$ cat src/rtl/u8cd_pkg.sv
// u8cd_pkg: shared types and constants for the utf-8 code point decoder
// no dependencies; used by u8cd_step, utf8_codepoint_decoder and the testbench
`timescale 1ns / 1ps

package u8cd_pkg;

	localparam int unsigned CP_W = 21;

	// byte classes and masks
	localparam logic [7:0] CONT_MASK  = 8'hC0;
	localparam logic [7:0] CONT_CODE  = 8'h80;
	localparam logic [7:0] LEAD2_MASK = 8'hE0;
	localparam logic [7:0] LEAD2_CODE = 8'hC0;
	localparam logic [7:0] LEAD3_MASK = 8'hF0;
	localparam logic [7:0] LEAD3_CODE = 8'hE0;
	localparam logic [7:0] LEAD4_MASK = 8'hF8;
	localparam logic [7:0] LEAD4_CODE = 8'hF0;
	localparam logic [7:0] PAY2_MASK  = 8'h1F;
	localparam logic [7:0] PAY3_MASK  = 8'h0F;
	localparam logic [7:0] PAY4_MASK  = 8'h07;

	localparam logic [2:0] LEN2 = 3'd2;
	localparam logic [2:0] LEN3 = 3'd3;
	localparam logic [2:0] LEN4 = 3'd4;

	// replacement character for malformed bytes
	localparam logic [CP_W-1:0] QMARK = 21'h00003F;

	// sequence being gathered
	typedef struct packed {
		logic [1:0]      pend;
		logic [2:0]      exp_len;
		logic [CP_W-1:0] part;
	} seq_state_t;

	// results caused by one byte: a run of '?' then an optional final result
	typedef struct packed {
		logic [1:0]      qcnt;
		logic            fin_valid;
		logic [CP_W-1:0] fin_cp;
		logic            fin_bad;
	} step_res_t;

endpackage

$ cat src/rtl/u8cd_byte_if.sv
// u8cd_byte_if: valid/ready channel carrying one utf-8 text byte
// no dependencies
`timescale 1ns / 1ps

interface u8cd_byte_if;
	logic       valid;
	logic       ready;
	logic [7:0] text_byte;

	modport source (output valid, output text_byte, input ready);
	modport sink (input valid, input text_byte, output ready);
endinterface

$ cat src/rtl/u8cd_cp_if.sv
// u8cd_cp_if: valid/ready channel carrying one decoded code point
// no dependencies
`timescale 1ns / 1ps

interface u8cd_cp_if;
	logic        valid;
	logic        ready;
	logic [20:0] codepoint;
	logic        malformed;
	logic        last;

	modport source (output valid, output codepoint, output malformed, output last, input ready);
	modport sink (input valid, input codepoint, input malformed, input last, output ready);
endinterface

$ cat src/rtl/u8cd_step.sv
// u8cd_step: next-state and result logic for one text byte
// depends on u8cd_pkg
`timescale 1ns / 1ps

module u8cd_step (
	input  logic [7:0]          text_byte,
	input  u8cd_pkg::seq_state_t cur,
	output u8cd_pkg::seq_state_t nxt,
	output u8cd_pkg::step_res_t  res
);
	import u8cd_pkg::*;

	logic            is_cont;
	logic [2:0]      held;
	logic [CP_W-1:0] shifted;
	logic [5:0]      cont_bits;

	assign is_cont   = (text_byte & CONT_MASK) == CONT_CODE;
	assign held      = {1'b0, cur.pend} + 3'd1;
	assign cont_bits = text_byte[5:0];
	assign shifted   = {cur.part[CP_W-7:0], cont_bits};

	always_comb begin
		nxt = '0;
		res = '0;
		if (cur.pend != 2'd0 && is_cont) begin
			// continuation of a held sequence
			if (held >= cur.exp_len) begin
				res.fin_valid = 1'b1;
				res.fin_cp    = shifted;
			end else begin
				nxt.pend    = held[1:0];
				nxt.exp_len = cur.exp_len;
				nxt.part    = shifted;
			end
		end else begin
			// flush held bytes, then treat the byte as a fresh lead
			res.qcnt = cur.pend;
			if (text_byte == 8'h00) begin
				// end of text: nothing more
			end else if (!text_byte[7]) begin
				res.fin_valid = 1'b1;
				res.fin_cp    = {{(CP_W-8){1'b0}}, text_byte};
			end else if ((text_byte & LEAD2_MASK) == LEAD2_CODE) begin
				nxt.pend    = 2'd1;
				nxt.exp_len = LEN2;
				nxt.part    = {{(CP_W-8){1'b0}}, text_byte & PAY2_MASK};
			end else if ((text_byte & LEAD3_MASK) == LEAD3_CODE) begin
				nxt.pend    = 2'd1;
				nxt.exp_len = LEN3;
				nxt.part    = {{(CP_W-8){1'b0}}, text_byte & PAY3_MASK};
			end else if ((text_byte & LEAD4_MASK) == LEAD4_CODE) begin
				nxt.pend    = 2'd1;
				nxt.exp_len = LEN4;
				nxt.part    = {{(CP_W-8){1'b0}}, text_byte & PAY4_MASK};
			end else begin
				res.fin_valid = 1'b1;
				res.fin_cp    = QMARK;
				res.fin_bad   = 1'b1;
			end
		end
	end

endmodule

$ cat src/rtl/utf8_codepoint_decoder.sv
// utf8_codepoint_decoder: byte-stream utf-8 to code point converter, top level
// depends on u8cd_pkg, u8cd_byte_if, u8cd_cp_if and u8cd_step
`timescale 1ns / 1ps

// Takes one text byte per transfer and gives decoded code points, one per
// transfer, with last set on the final result of each byte. Sequences of 1 to
// 4 bytes are decoded, overlong forms and values up to 0x1FFFFF included.
// Invalid lead bytes give '?' with malformed set; a broken sequence gives one
// malformed '?' per held byte before the breaking byte is decoded as a lead;
// a zero byte flushes held bytes and gives nothing itself. A byte is taken
// into an input register, decoded combinationally into a result register, and
// the results drain one per cycle while the output is ready. A byte with at
// most one result sustains one byte per cycle while the output is ready; a byte
// with several results holds the result register until its last result is taken,
// so the rate is set by the output transfers.
module utf8_codepoint_decoder (
	input logic        clk,
	input logic        arst_n,
	u8cd_byte_if.sink  text,
	u8cd_cp_if.source  points
);
	import u8cd_pkg::*;

	logic            s1_valid_q;
	logic [7:0]      byte_s1;
	seq_state_t      state_q;
	seq_state_t      state_nxt;
	step_res_t       step_res;
	logic [1:0]      qcnt_q;
	logic            fin_q;
	logic [CP_W-1:0] fin_cp_q;
	logic            fin_bad_q;
	logic            res_busy;
	logic            out_xfer;
	logic            res_done;
	logic            load;

	u8cd_step u_step (
		.text_byte (byte_s1),
		.cur       (state_q),
		.nxt       (state_nxt),
		.res       (step_res)
	);

	// output drive: pending '?' run first, then the final result
	assign points.valid     = res_busy;
	assign points.codepoint = (qcnt_q != 2'd0) ? QMARK : fin_cp_q;
	assign points.malformed = (qcnt_q != 2'd0) ? 1'b1 : fin_bad_q;
	assign points.last      = (qcnt_q == 2'd0) || (qcnt_q == 2'd1 && !fin_q);

	// result register handshake
	assign res_busy = (qcnt_q != 2'd0) || fin_q;
	assign out_xfer = points.valid && points.ready;
	assign res_done = out_xfer && points.last;
	assign load     = s1_valid_q && (!res_busy || res_done);
	assign text.ready = !s1_valid_q || load;

	// input register
	always_ff @(posedge clk or negedge arst_n) begin
		if (!arst_n) begin
			s1_valid_q <= 1'b0;
		end else if (text.valid && text.ready) begin
			s1_valid_q <= 1'b1;
		end else if (load) begin
			s1_valid_q <= 1'b0;
		end
	end

	always_ff @(posedge clk) begin
		if (text.valid && text.ready) begin
			byte_s1 <= text.text_byte;
		end
	end

	// sequence state and result counters
	always_ff @(posedge clk or negedge arst_n) begin
		if (!arst_n) begin
			state_q <= '0;
			qcnt_q  <= 2'd0;
			fin_q   <= 1'b0;
		end else if (load) begin
			state_q <= state_nxt;
			qcnt_q  <= step_res.qcnt;
			fin_q   <= step_res.fin_valid;
		end else if (out_xfer) begin
			if (qcnt_q != 2'd0) begin
				qcnt_q <= qcnt_q - 2'd1;
			end else begin
				fin_q <= 1'b0;
			end
		end
	end

	// final result payload
	always_ff @(posedge clk) begin
		if (load) begin
			fin_cp_q  <= step_res.fin_cp;
			fin_bad_q <= step_res.fin_bad;
		end
	end

endmodule

$ cat src/flat_wrapper.sv
// flat-port wrapper written by rule: the top's interface ports become plain ports
module utf8_codepoint_decoder_flat import u8cd_pkg::*;
  (clk, arst_n, text_valid, text_text_byte, text_ready, points_valid, points_codepoint, points_malformed, points_last, points_ready);
  u8cd_byte_if text_i ();
  u8cd_cp_if points_i ();
  input logic clk;
  input logic arst_n;
  input wire logic [$bits(text_i.valid)-1:0] text_valid;
  input wire logic [$bits(text_i.text_byte)-1:0] text_text_byte;
  output wire logic [$bits(text_i.ready)-1:0] text_ready;
  output wire logic [$bits(points_i.valid)-1:0] points_valid;
  output wire logic [$bits(points_i.codepoint)-1:0] points_codepoint;
  output wire logic [$bits(points_i.malformed)-1:0] points_malformed;
  output wire logic [$bits(points_i.last)-1:0] points_last;
  input wire logic [$bits(points_i.ready)-1:0] points_ready;
  assign text_i.valid = text_valid;
  assign text_i.text_byte = text_text_byte;
  assign text_ready = text_i.ready;
  assign points_valid = points_i.valid;
  assign points_codepoint = points_i.codepoint;
  assign points_malformed = points_i.malformed;
  assign points_last = points_i.last;
  assign points_i.ready = points_ready;
  utf8_codepoint_decoder u_core (.clk(clk), .arst_n(arst_n), .text(text_i), .points(points_i));
endmodule
$ cat config.mk
export PLATFORM = sky130hd
export DESIGN_NAME = utf8_codepoint_decoder_flat
export DESIGN_NICKNAME = d
export VERILOG_FILES = /design/src/rtl/u8cd_pkg.sv /design/src/rtl/u8cd_byte_if.sv /design/src/rtl/u8cd_cp_if.sv /design/src/rtl/u8cd_step.sv /design/src/rtl/utf8_codepoint_decoder.sv /design/src/flat_wrapper.sv
export SDC_FILE = /design/constraint.sdc
export NUM_CORES = 1
export LEC_CHECK = 0
export BUFFER_PORTS_ARGS = -buffer_cell sky130_fd_sc_hd__clkbuf_2
export CAP_MARGIN = 20
export CORE_MARGIN = 2
export CORE_UTILIZATION = 50
export DETAILED_ROUTE_END_ITERATION = 7
export PLACE_DENSITY_LB_ADDON = 0.05
export SLEW_MARGIN = 10
export SYNTH_ARGS = -nofsm -noshare
export SYNTH_HDL_FRONTEND = slang
export SYNTH_SLANG_ARGS = --single-unit
$ cat constraint.sdc
create_clock -name clk -period 2.3 [get_ports clk]
set_input_delay 0 -clock clk [delete_from_list [all_inputs] [get_ports clk]]
set_output_delay 0 -clock clk [all_outputs]
set_load 0.02 [all_outputs]
## After elaboration in Yosys (flattened, before gate mapping)

Cells that the tools add are included.

| storage, ports and cells | value |
|---|---|
| flip-flop bits (word level) | 54 |
| bits of input ports | 12 |
| output and inout port bits | 25 |
| word-level logic and storage cells | 70 |

| cells by class | value |
|---|---|
| add/sub/neg operators | 2 |
| magnitude comparators | 1 |
| eq/ne operators | 7 |
| muxes and demuxes | 26 |
| bitwise logic cells | 1 |
| reduce and logical (&&, ||, !) cells | 24 |

Operator list:

| cell | number |
|---|---|
| $mux W25 | 5 |
| $mux W23 | 4 |
| $mux W22 | 3 |
| $mux W26 | 2 |
| $mux W21 | 1 |
| $reduce_bool A2 Y1 | 5 |
| $logic_not A8 Y1 | 1 |
| $mux W2 | 4 |
| $mux W1 | 7 |
| $logic_and A1 B1 Y1 | 6 |
| $reduce_and A2 Y1 | 3 |
| $eq A5 B5 Y1 const B | 1 |
| $reduce_or A5 Y1 | 1 |
| $eq A4 B4 Y1 const B | 1 |
| $logic_or A1 B1 Y1 | 4 |
| $ne A2 B1 Y1 const B | 2 |
| $add A2 B1 Y3 const B | 1 |
| $eq A3 B3 Y1 const B | 1 |
| $ge A3 B3 Y1 | 1 |
| $logic_not A1 Y1 | 3 |
| $eq A2 B1 Y1 const B | 1 |
| $eq A2 B2 Y1 const B | 1 |
| $logic_not A2 Y1 | 1 |
| $sub A2 B1 Y2 const B | 1 |
| $not A1 Y1 | 1 |

## Longest topological paths before layout

Gate-level depths: netlist (run 1).

| logic depth | value |
|---|---|
| word-level depth | 9 |
| gate-level depth with buffers | 8 |
| mapped depth without buffers | 7 |

## Hierarchy

A second synthesis (run 1) with hierarchy kept.

| second synthesis, totals | value |
|---|---|
| cell total of the unflattened synthesis | 245 |
| area, all modules | 3002.9 um2 |

By module, submodules not included:

| module | times used | cells an instance | area an instance (um2) | seq. area each (um2) |
|---|---|---|---|---|
| utf8_codepoint_decoder | 1 | 138 | 2422.3 | 1651.6 |
| u8cd_step | 1 | 107 | 580.6 | 0.0 |

## Worst setup path after synthesis (run 1)

OpenSTA, ideal clock, no wires.

| timing path | value |
|---|---|
| path type | register to register |
| from | register u_core.qcnt_q[1] |
| to | register u_core.byte_s1[0] (enable) |
| setup time | 0.332 ns |
| arrival time | 1.986 ns |
| data required time | 1.968 ns |
| slack | -0.018 ns |
| stages on the path, launching flop included | 6 |
| buffers on the path | 0 |
| period minus slack after synthesis | 2.318 ns |
| cell sequence | dfrtp_1 -> inv_1 -> ha_1 -> inv_1 -> o311ai_0 -> and2_1 |

| on the way | value |
|---|---|
| word-level cells in the longest chain between the ends | 8 |
| elaborated cells between the ends (all ways) | 13 |
| those cells by class | eq/ne (1); reduce/logical (12) |

RTL lines:

| what | line | source |
|---|---|---|
| from (decl) | utf8_codepoint_decoder.sv:29 | `logic [1:0] qcnt_q;` |
| from (signal assigned) | utf8_codepoint_decoder.sv:83 | `qcnt_q <= step_res.qcnt;` |
| from (signal assigned) | utf8_codepoint_decoder.sv:87 | `qcnt_q <= qcnt_q - 2'd1;` |
| $eq A2 B1 Y1 or $reduce_bool A2 Y1 (tied branches) | utf8_codepoint_decoder.sv:49, utf8_codepoint_decoder.sv:52 |  |
| $logic_and A1 B1 Y1 or $logic_or A1 B1 Y1 (tied branches) | utf8_codepoint_decoder.sv:49, utf8_codepoint_decoder.sv:52 |  |
| $logic_or A1 B1 Y1 or $logic_and A1 B1 Y1 (tied branches) | utf8_codepoint_decoder.sv:49, utf8_codepoint_decoder.sv:53 |  |
| $logic_and A1 B1 Y1 | utf8_codepoint_decoder.sv:54 | `assign res_done = out_xfer && points.last;` |
| $logic_or A1 B1 Y1 (*) | utf8_codepoint_decoder.sv:55 | `assign load = s1_valid_q && (!res_busy \|\| res_done);` |
| $logic_and A1 B1 Y1 (*) | utf8_codepoint_decoder.sv:55 |  |
| $logic_or A1 B1 Y1 (*) | utf8_codepoint_decoder.sv:56 | `assign text.ready = !s1_valid_q \|\| load;` |
| via text_ready | flat_wrapper.sv:10 | `output wire logic [$bits(text_i.ready)-1:0] text_ready;` |
| $logic_and A1 B1 Y1 (*) | utf8_codepoint_decoder.sv:70 | `if (text.valid && text.ready) begin` |
| to (signal assigned) | utf8_codepoint_decoder.sv:71 | `byte_s1 <= text.text_byte;` |
| to (decl) | utf8_codepoint_decoder.sv:25 | `logic [7:0] byte_s1;` |

Mark *: on every way through the listed nets, which the timed path passes. The rest lies on a longest branch.
A chain may end at the register's enable or synchronous reset.

## Worst setup path after layout (run 1)

| timing path | value |
|---|---|
| from | register u_core.state_q[24] (netlist bit) |
| to | register u_core.state_q[23] (netlist bit) |

| on the way | value |
|---|---|
| word-level cells in the longest chain between the ends | 4 |
| elaborated cells between the ends (all ways) | 7 |
| those cells by class | add/sub (1); order compare (1); eq/ne (1); mux (1); reduce/logical (3) |

RTL lines:

| what | line | source |
|---|---|---|
| from (decl) | utf8_codepoint_decoder.sv:26 | `seq_state_t state_q;` |
| from (signal assigned) | utf8_codepoint_decoder.sv:82 | `state_q <= state_nxt;` |
| $add A2 B1 Y3 or $reduce_bool A2 Y1 (tied branches) | u8cd_step.sv:19, u8cd_step.sv:26 |  |
| $ge A3 B3 Y1 or $logic_and A1 B1 Y1 (tied branches) | u8cd_step.sv:28, u8cd_step.sv:26 |  |
| $ne A2 B1 Y1 (no line) | -- |  |
| $reduce_and A2 Y1 (no line) | -- |  |

Parallel ways exist; a longest one is shown, timed or not.

==> reports/results.txt, run 1 <==
Cell area after layout: 2898 sq um
Final min period: 2151 ps
Ant. Diodes: 0
Mapped Cells: 197
Register area share after synthesis: 61.35%
FF-to-FF Start: u_core.state_q[24]$_DFFE_PN0P_
Ys Warns: 0
Worst path max stage delay: 410 ps
Most Frequent Cell on Critical Path: ha_1
PwrDens: 1291 nW/um^2
Routed len/inst: 14.31 um
Setup TNS: 0 ps
FP Rows: 25
Dpl cells: 298
Crit-path max FO: 7
Synthesized cell area: 2447 sq um
Part of the power in the clock network: 13.6%
Core Box Area: 4723 sq um
Initial Util: 51.81%
Die width: 73.96 um
Post-synth EDFFs: 30
Worst-path clk slew: 90 ps
Post-synth net total: 216
Die area: 5470 sq um
Layout cells sized above 1: 22.09%
Critical path startpoint: u_core.state_q[24]$_DFFE_PN0P_
Switching pwr: 1.543 mW
Area Overhead vs Synth: 18.40%
Critical-path top delay cell: dfrtp_1
Total track usage: 18.27%
Hold path cells: 3
Final Max Slew Viols: 0
Peak VDD IR: 0.6550 mV
Root Driver: clkbuf_8
RSZ-0062 raised after global routing: false
Die height: 73.96 um
Number of buffers created by CTS: 5
Fmax: 465.0 MHz
Clk_lat worst skew: 300 ps
WP data required: 2490 ps
Setup violators final: 0
Clk buf depth: 2
Crit share post-route: 93.51%
Switch share: 41.24%
Post-CTS sizing: 0
Layout net count: 267
Max_slew headroom: 59.92%
Pre-antenna DRT Iters: 6
Fin cells: 316
Vias: 1668
I/O pin count: 37
Worst-Margin Slew: 601.1 ps
Crit end category: flop
DP Area: 2713 sq um
Leading cell type in the layout, fill and taps excluded: clkbuf_2
Async SR Flop Fraction: 44.44%
Main synth FF type: edfxtp_1
First-pass GRT wire length: 7.486 mm
Final ANT Viol Nets: 0
Antenna violations before repair: 0
Leakage power: 1.312 nW
Total global routing overflow: 0
Vias/cell: 5.278
Clock skew: 9.056 ps
Setup WS pre-CTS: 157.3 ps
Vias in the first global route: 1642
CTS tree: built
Internal power: 2.198 mW
IO Port Bufs: 36
Commonest cells after routing, fill and taps aside: clkbuf_2, edfxtp_1, dfrtp_1
Critical Path AT: 2340 ps
Max Cap Viol: 0
HP Start: points_ready
Final wirelength: 4.522 mm
Largest net degree at the start of global routing: 26
Sequential Power Share: 41.9%
Cell count of the worst reg-to-reg path: 7
Synth unique cells: 39
Initial DRC count: 112
Filler cells: 372
Crit start category: flop
Comb power frac: 44.5%
FF+latch count, synth: 54
Syn avg cell area: 12.42 sq um
Crit Path Class: reg -> reg
GP Congestion: 0.8547
Final Hold Viols: 0
Hold Crit Class: in -> reg
Final WS setup: 149.3 ps
H-tree levels: 2
Status: complete, no violations
Residual DRC count: 0
Crit path cell chain: inv_1 > ha_1 > ha_1 > a21oi_1 > o211ai_4 > nand2_1 > mux2_2
Dpl hpwl: 3.209 mm
Sink Count: 54
## final timing paths
check	endpoint	slack, ps
worst max register to register	u_core.state_q[23]$_DFFE_PN0P_	150
min in group asynchronous	u_core.fin_q$_DFFE_PN0P_	230
max in group asynchronous	u_core.state_q[0]$_DFFE_PN0P_	1670
worst min-delay path	u_core.fin_q$_DFFE_PN0P_	5
worst min register to register	u_core.qcnt_q[1]$_DFFE_PN0P_	500
worst max-delay path	u_core.state_q[23]$_DFFE_PN0P_	150
## logic make-up after synthesis
logic type               Yosys count  synth area share (%)
AO/OA/AOI/OAI                     33                 10.94
multiplexers                       5                 2.198
adder cells (fa/ha/maj)            7                 3.579
flip-flops                        54                 61.35
buffers and inverters             20                 3.630
AND/OR/NAND/NOR                   78                 18.30
## flip-flops by register name, summed over array words and instances (netlist names)
register,count
u_core.qcnt_q,2
u_core.state_q,20
u_core.fin_bad_q,1
u_core.byte_s1,8
u_core.s1_valid_q,1
u_core.fin_q,1
u_core.fin_cp_q,21
## power groups by stage
stage / Combinational, mW / Clock (mW) / Sequential (mW)
2_1_floorplan: 1.19 / 0 / 1.52
3_3_place_gp: 1.61 / 0 / 1.57
3_5_place_dp: 1.67 / 0 / 1.59
4_1_cts: 1.69 / 0.519 / 1.57
5_1_grt: 1.87 / 0.552 / 1.60
6_report: 1.66 / 0.508 / 1.57
## worst max-delay path: cells and delay by family, from the launching register on
kind | cells | cell delay, ps
adder cells (fa/ha/maj) | 2 | 530
AO/OA/AOI/OAI | 2 | 460
flip-flops | 1 | 410
multiplexers | 1 | 350
AND/OR/NAND/NOR | 1 | 190
buffers and inverters | 1 | 100
## cell usage after synthesis, drive strengths merged, types with 2 or more instances
cell      n  share of area, %
nand2b    6               1.5
o2bb2ai   2              0.72
a21oi     3              0.61
nand2    12               1.8
inv      12               1.8
nand3     4              0.82
nor3b     2               1.1
dfrtp    24                25
or2b      4               1.2
edfxtp   30                37
mux2      3               1.4
and3     14               3.6
mux2i     2              0.82
o21ai     5               1.0
ha        7               3.6
a22o     14               5.0
clkbuf    4              0.61
o311ai    2              0.72
nor4      2              0.51
buf       4               1.2
nor2     14               2.5
and2     16               4.1
## routing by layer
layer / wire [um] / track usage (%) / vias up
met5: 0 / 0 / -
met4: 92 / 7.677 / 0
met3: 161 / 3.659 / 9
met2: 2228 / 30.65 / 50
met1: 2039 / 23.29 / 800
li1: - / - / 809
## metrics by stage
stage | total power [mW] | hold WS (ps) | utilization (%)
finish | 3.741 | 5.391 | 61.35
global route | 4.021 | 32.85 | 61.35
CTS | 3.774 | 2.176 | 61.35
detailed placement | 3.257 | 35.52 | 57.43
global placement | 3.179 | 32.03 | 57.43
floorplan | 2.711 | -295.6 | -
## final cells by class
class | instances | area, sq um | share of cell area [%]
sequential | 54 | 1501 | 51.81
inverter | 12 | 45.04 | 1.554
clock buffer | 5 | 68.82 | 2.375
clock inverter | 3 | 16.27 | 0.5613
multi-input combinational | 123 | 857.1 | 29.58
timing repair buffer | 52 | 325.3 | 11.23
tap | 67 | 83.83 | 2.893
## what timing repair did
item | 4_1_cts | 5_1_grt
hold endpoints to repair | 33 | 0
buffers inserted | 0 | 0
hold buffers | 10 | 0
No activity file was read; power rests on OpenSTA's default activity.
==> run 2, diff against run 1 <==
- CORE_UTILIZATION: 50 -> 55
- CTS_BUF_LIST: default -> sky130_fd_sc_hd__clkbuf_8
==> run 2 against run 1 <==
Effect of this change:
- critical path depth rose by 1
- highest routed layer unchanged
- worst hold slack improved by 24 ps
- worst setup slack improved by 29 ps
- critical endpoint unchanged
==> reports/results.txt, run 2 (synthesis results as in run 1) <==
Layout cells sized above 1: 22.80%
Vias in the first global route: 1676
Final wirelength: 4.617 mm
Core Box Area: 4324 sq um
First-pass GRT wire length: 7.948 mm
Crit-path max FO: 7
Clk_lat worst skew: 310 ps
GP Congestion: 0.8325
Status: complete, no violations
Crit end category: flop
Setup violators final: 0
Number of buffers created by CTS: 5
Clock skew: 10.97 ps
Layout net count: 268
Final Max Slew Viols: 0
Largest registers: u_core.fin_cp_q x21, u_core.state_q x20, u_core.byte_s1 x8
Antenna violations before repair: 0
Tot Pwr: 3.776 mW
Sink Count: 54
Die width: 70.71 um
H-tree levels: 2
FP Rows: 24
Max reg flops: 21
Critical path startpoint: u_core.state_q[24]$_DFFE_PN0P_
Largest net degree at the start of global routing: 26
Root Driver: clkbuf_8
Dpl hpwl: 3.362 mm
Area Overhead vs Synth: 18.10%
Min Hold Slack: 29.40 ps
Initial DRC count: 127
Max_slew headroom: 59.83%
Final Hold Viols: 0
Fmax: 471.3 MHz
Clk buf depth: 2
CTS tree: built
Crit start category: flop
Total global routing overflow: 0
Top reg by flops: u_core.fin_cp_q
Pre-antenna DRT Iters: 4
Hold Crit Class: in -> reg
Residual DRC count: 0
Worst-Margin Slew: 602.6 ps
FF-to-FF Start: u_core.state_q[24]$_DFFE_PN0P_
Vias/cell: 5.583
Leakage power: 1.325 nW
PwrDens: 1307 nW/um^2
Final min period: 2122 ps
Worst-path clk slew: 90 ps
Die height: 70.71 um
Crit Path Class: reg -> reg
Leading cell type in the layout, fill and taps excluded: clkbuf_2
I/O pin count: 37
HP Start: points_ready
Critical Path AT: 2320 ps
Routed len/inst: 15.29 um
Total track usage: 20.57%
IO Port Bufs: 36
Peak VDD IR: 0.7822 mV
Die area: 4999 sq um
Initial Util: 56.60%
Ant. Diodes: 0
Filler cells: 350
Max Cap Viol: 0
Setup TNS: 0 ps
Final Util: 66.84%
Vias: 1686
Commonest cells after routing, fill and taps aside: clkbuf_2, edfxtp_1, dfrtp_1
WP data required: 2500 ps
Crit share post-route: 92.25%
Final ANT Viol Nets: 0
RSZ-0062 raised after global routing: true
[run 2: report_power, final]
group / internal (mW) / switching [mW]
sequential: 1.40 / 0.174
clock: 0.207 / 0.291
combinational: 0.619 / 1.09
total: 2.22 / 1.55
[run 2: per-stage QoR]
stage,worst slack [ps],std cells,cell area (sq um)
2_1_floorplan,281.3,197,2447
3_3_place_gp,216.7,284,2701
3_5_place_dp,8.641,284,2701
4_1_cts,2.271,302,2885
5_1_grt,-2.438,302,2890
6_report,178.3,302,2890
[run 2: final timing paths]
check | slack (ps) | depth (start not counted) | endpoint
min | 30 | 3 | u_core.fin_q$_DFFE_PN0P_
max reg2reg | 180 | 8 | u_core.state_q[23]$_DFFE_PN0P_
max | 180 | 8 | u_core.state_q[23]$_DFFE_PN0P_
min in group asynchronous | 220 | 2 | u_core.state_q[11]$_DFFE_PN0P_
min reg2reg | 490 | 2 | u_core.qcnt_q[1]$_DFFE_PN0P_
max in group asynchronous | 1680 | 2 | u_core.s1_valid_q$_DFFE_PN0P_
[run 2: cell type report]
cell class | instances | area (sq um) | area share (%)
sequential | 54 | 1501 | 51.95
multi-input combinational | 123 | 862.1 | 29.83
timing repair buffer | 53 | 332.8 | 11.52
clock buffer | 5 | 68.82 | 2.381
tap | 52 | 65.06 | 2.251
inverter | 12 | 45.04 | 1.558
clock inverter | 3 | 15.01 | 0.5195
[run 2: metal layers]
layer  up-vias  share of wire (%)  GRT usage (%)  routed length, um
li1        809                  -              -                  -
met1       821                 44          27.63               2053
met2        46                 49          33.54               2261
met3        10                4.7          4.701                215
met4         0                1.9          6.709                 87
met5         -                  0              0                  0
[run 2: what timing repair did]
item	CTS	global route
setup endpoints to repair	0	13
hold endpoints to repair	33	0
hold buffers	10	0
buffers inserted	0	0
resized for setup	0	2
[run 2: critical path: stages (launching register included)]
cell	delay (ps)
dfrtp_1	410
inv_1	90
ha_1	320
ha_1	210
a21oi_1	190
buf_4	150
o211ai_4	130
nand2_1	180
mux2_2	350
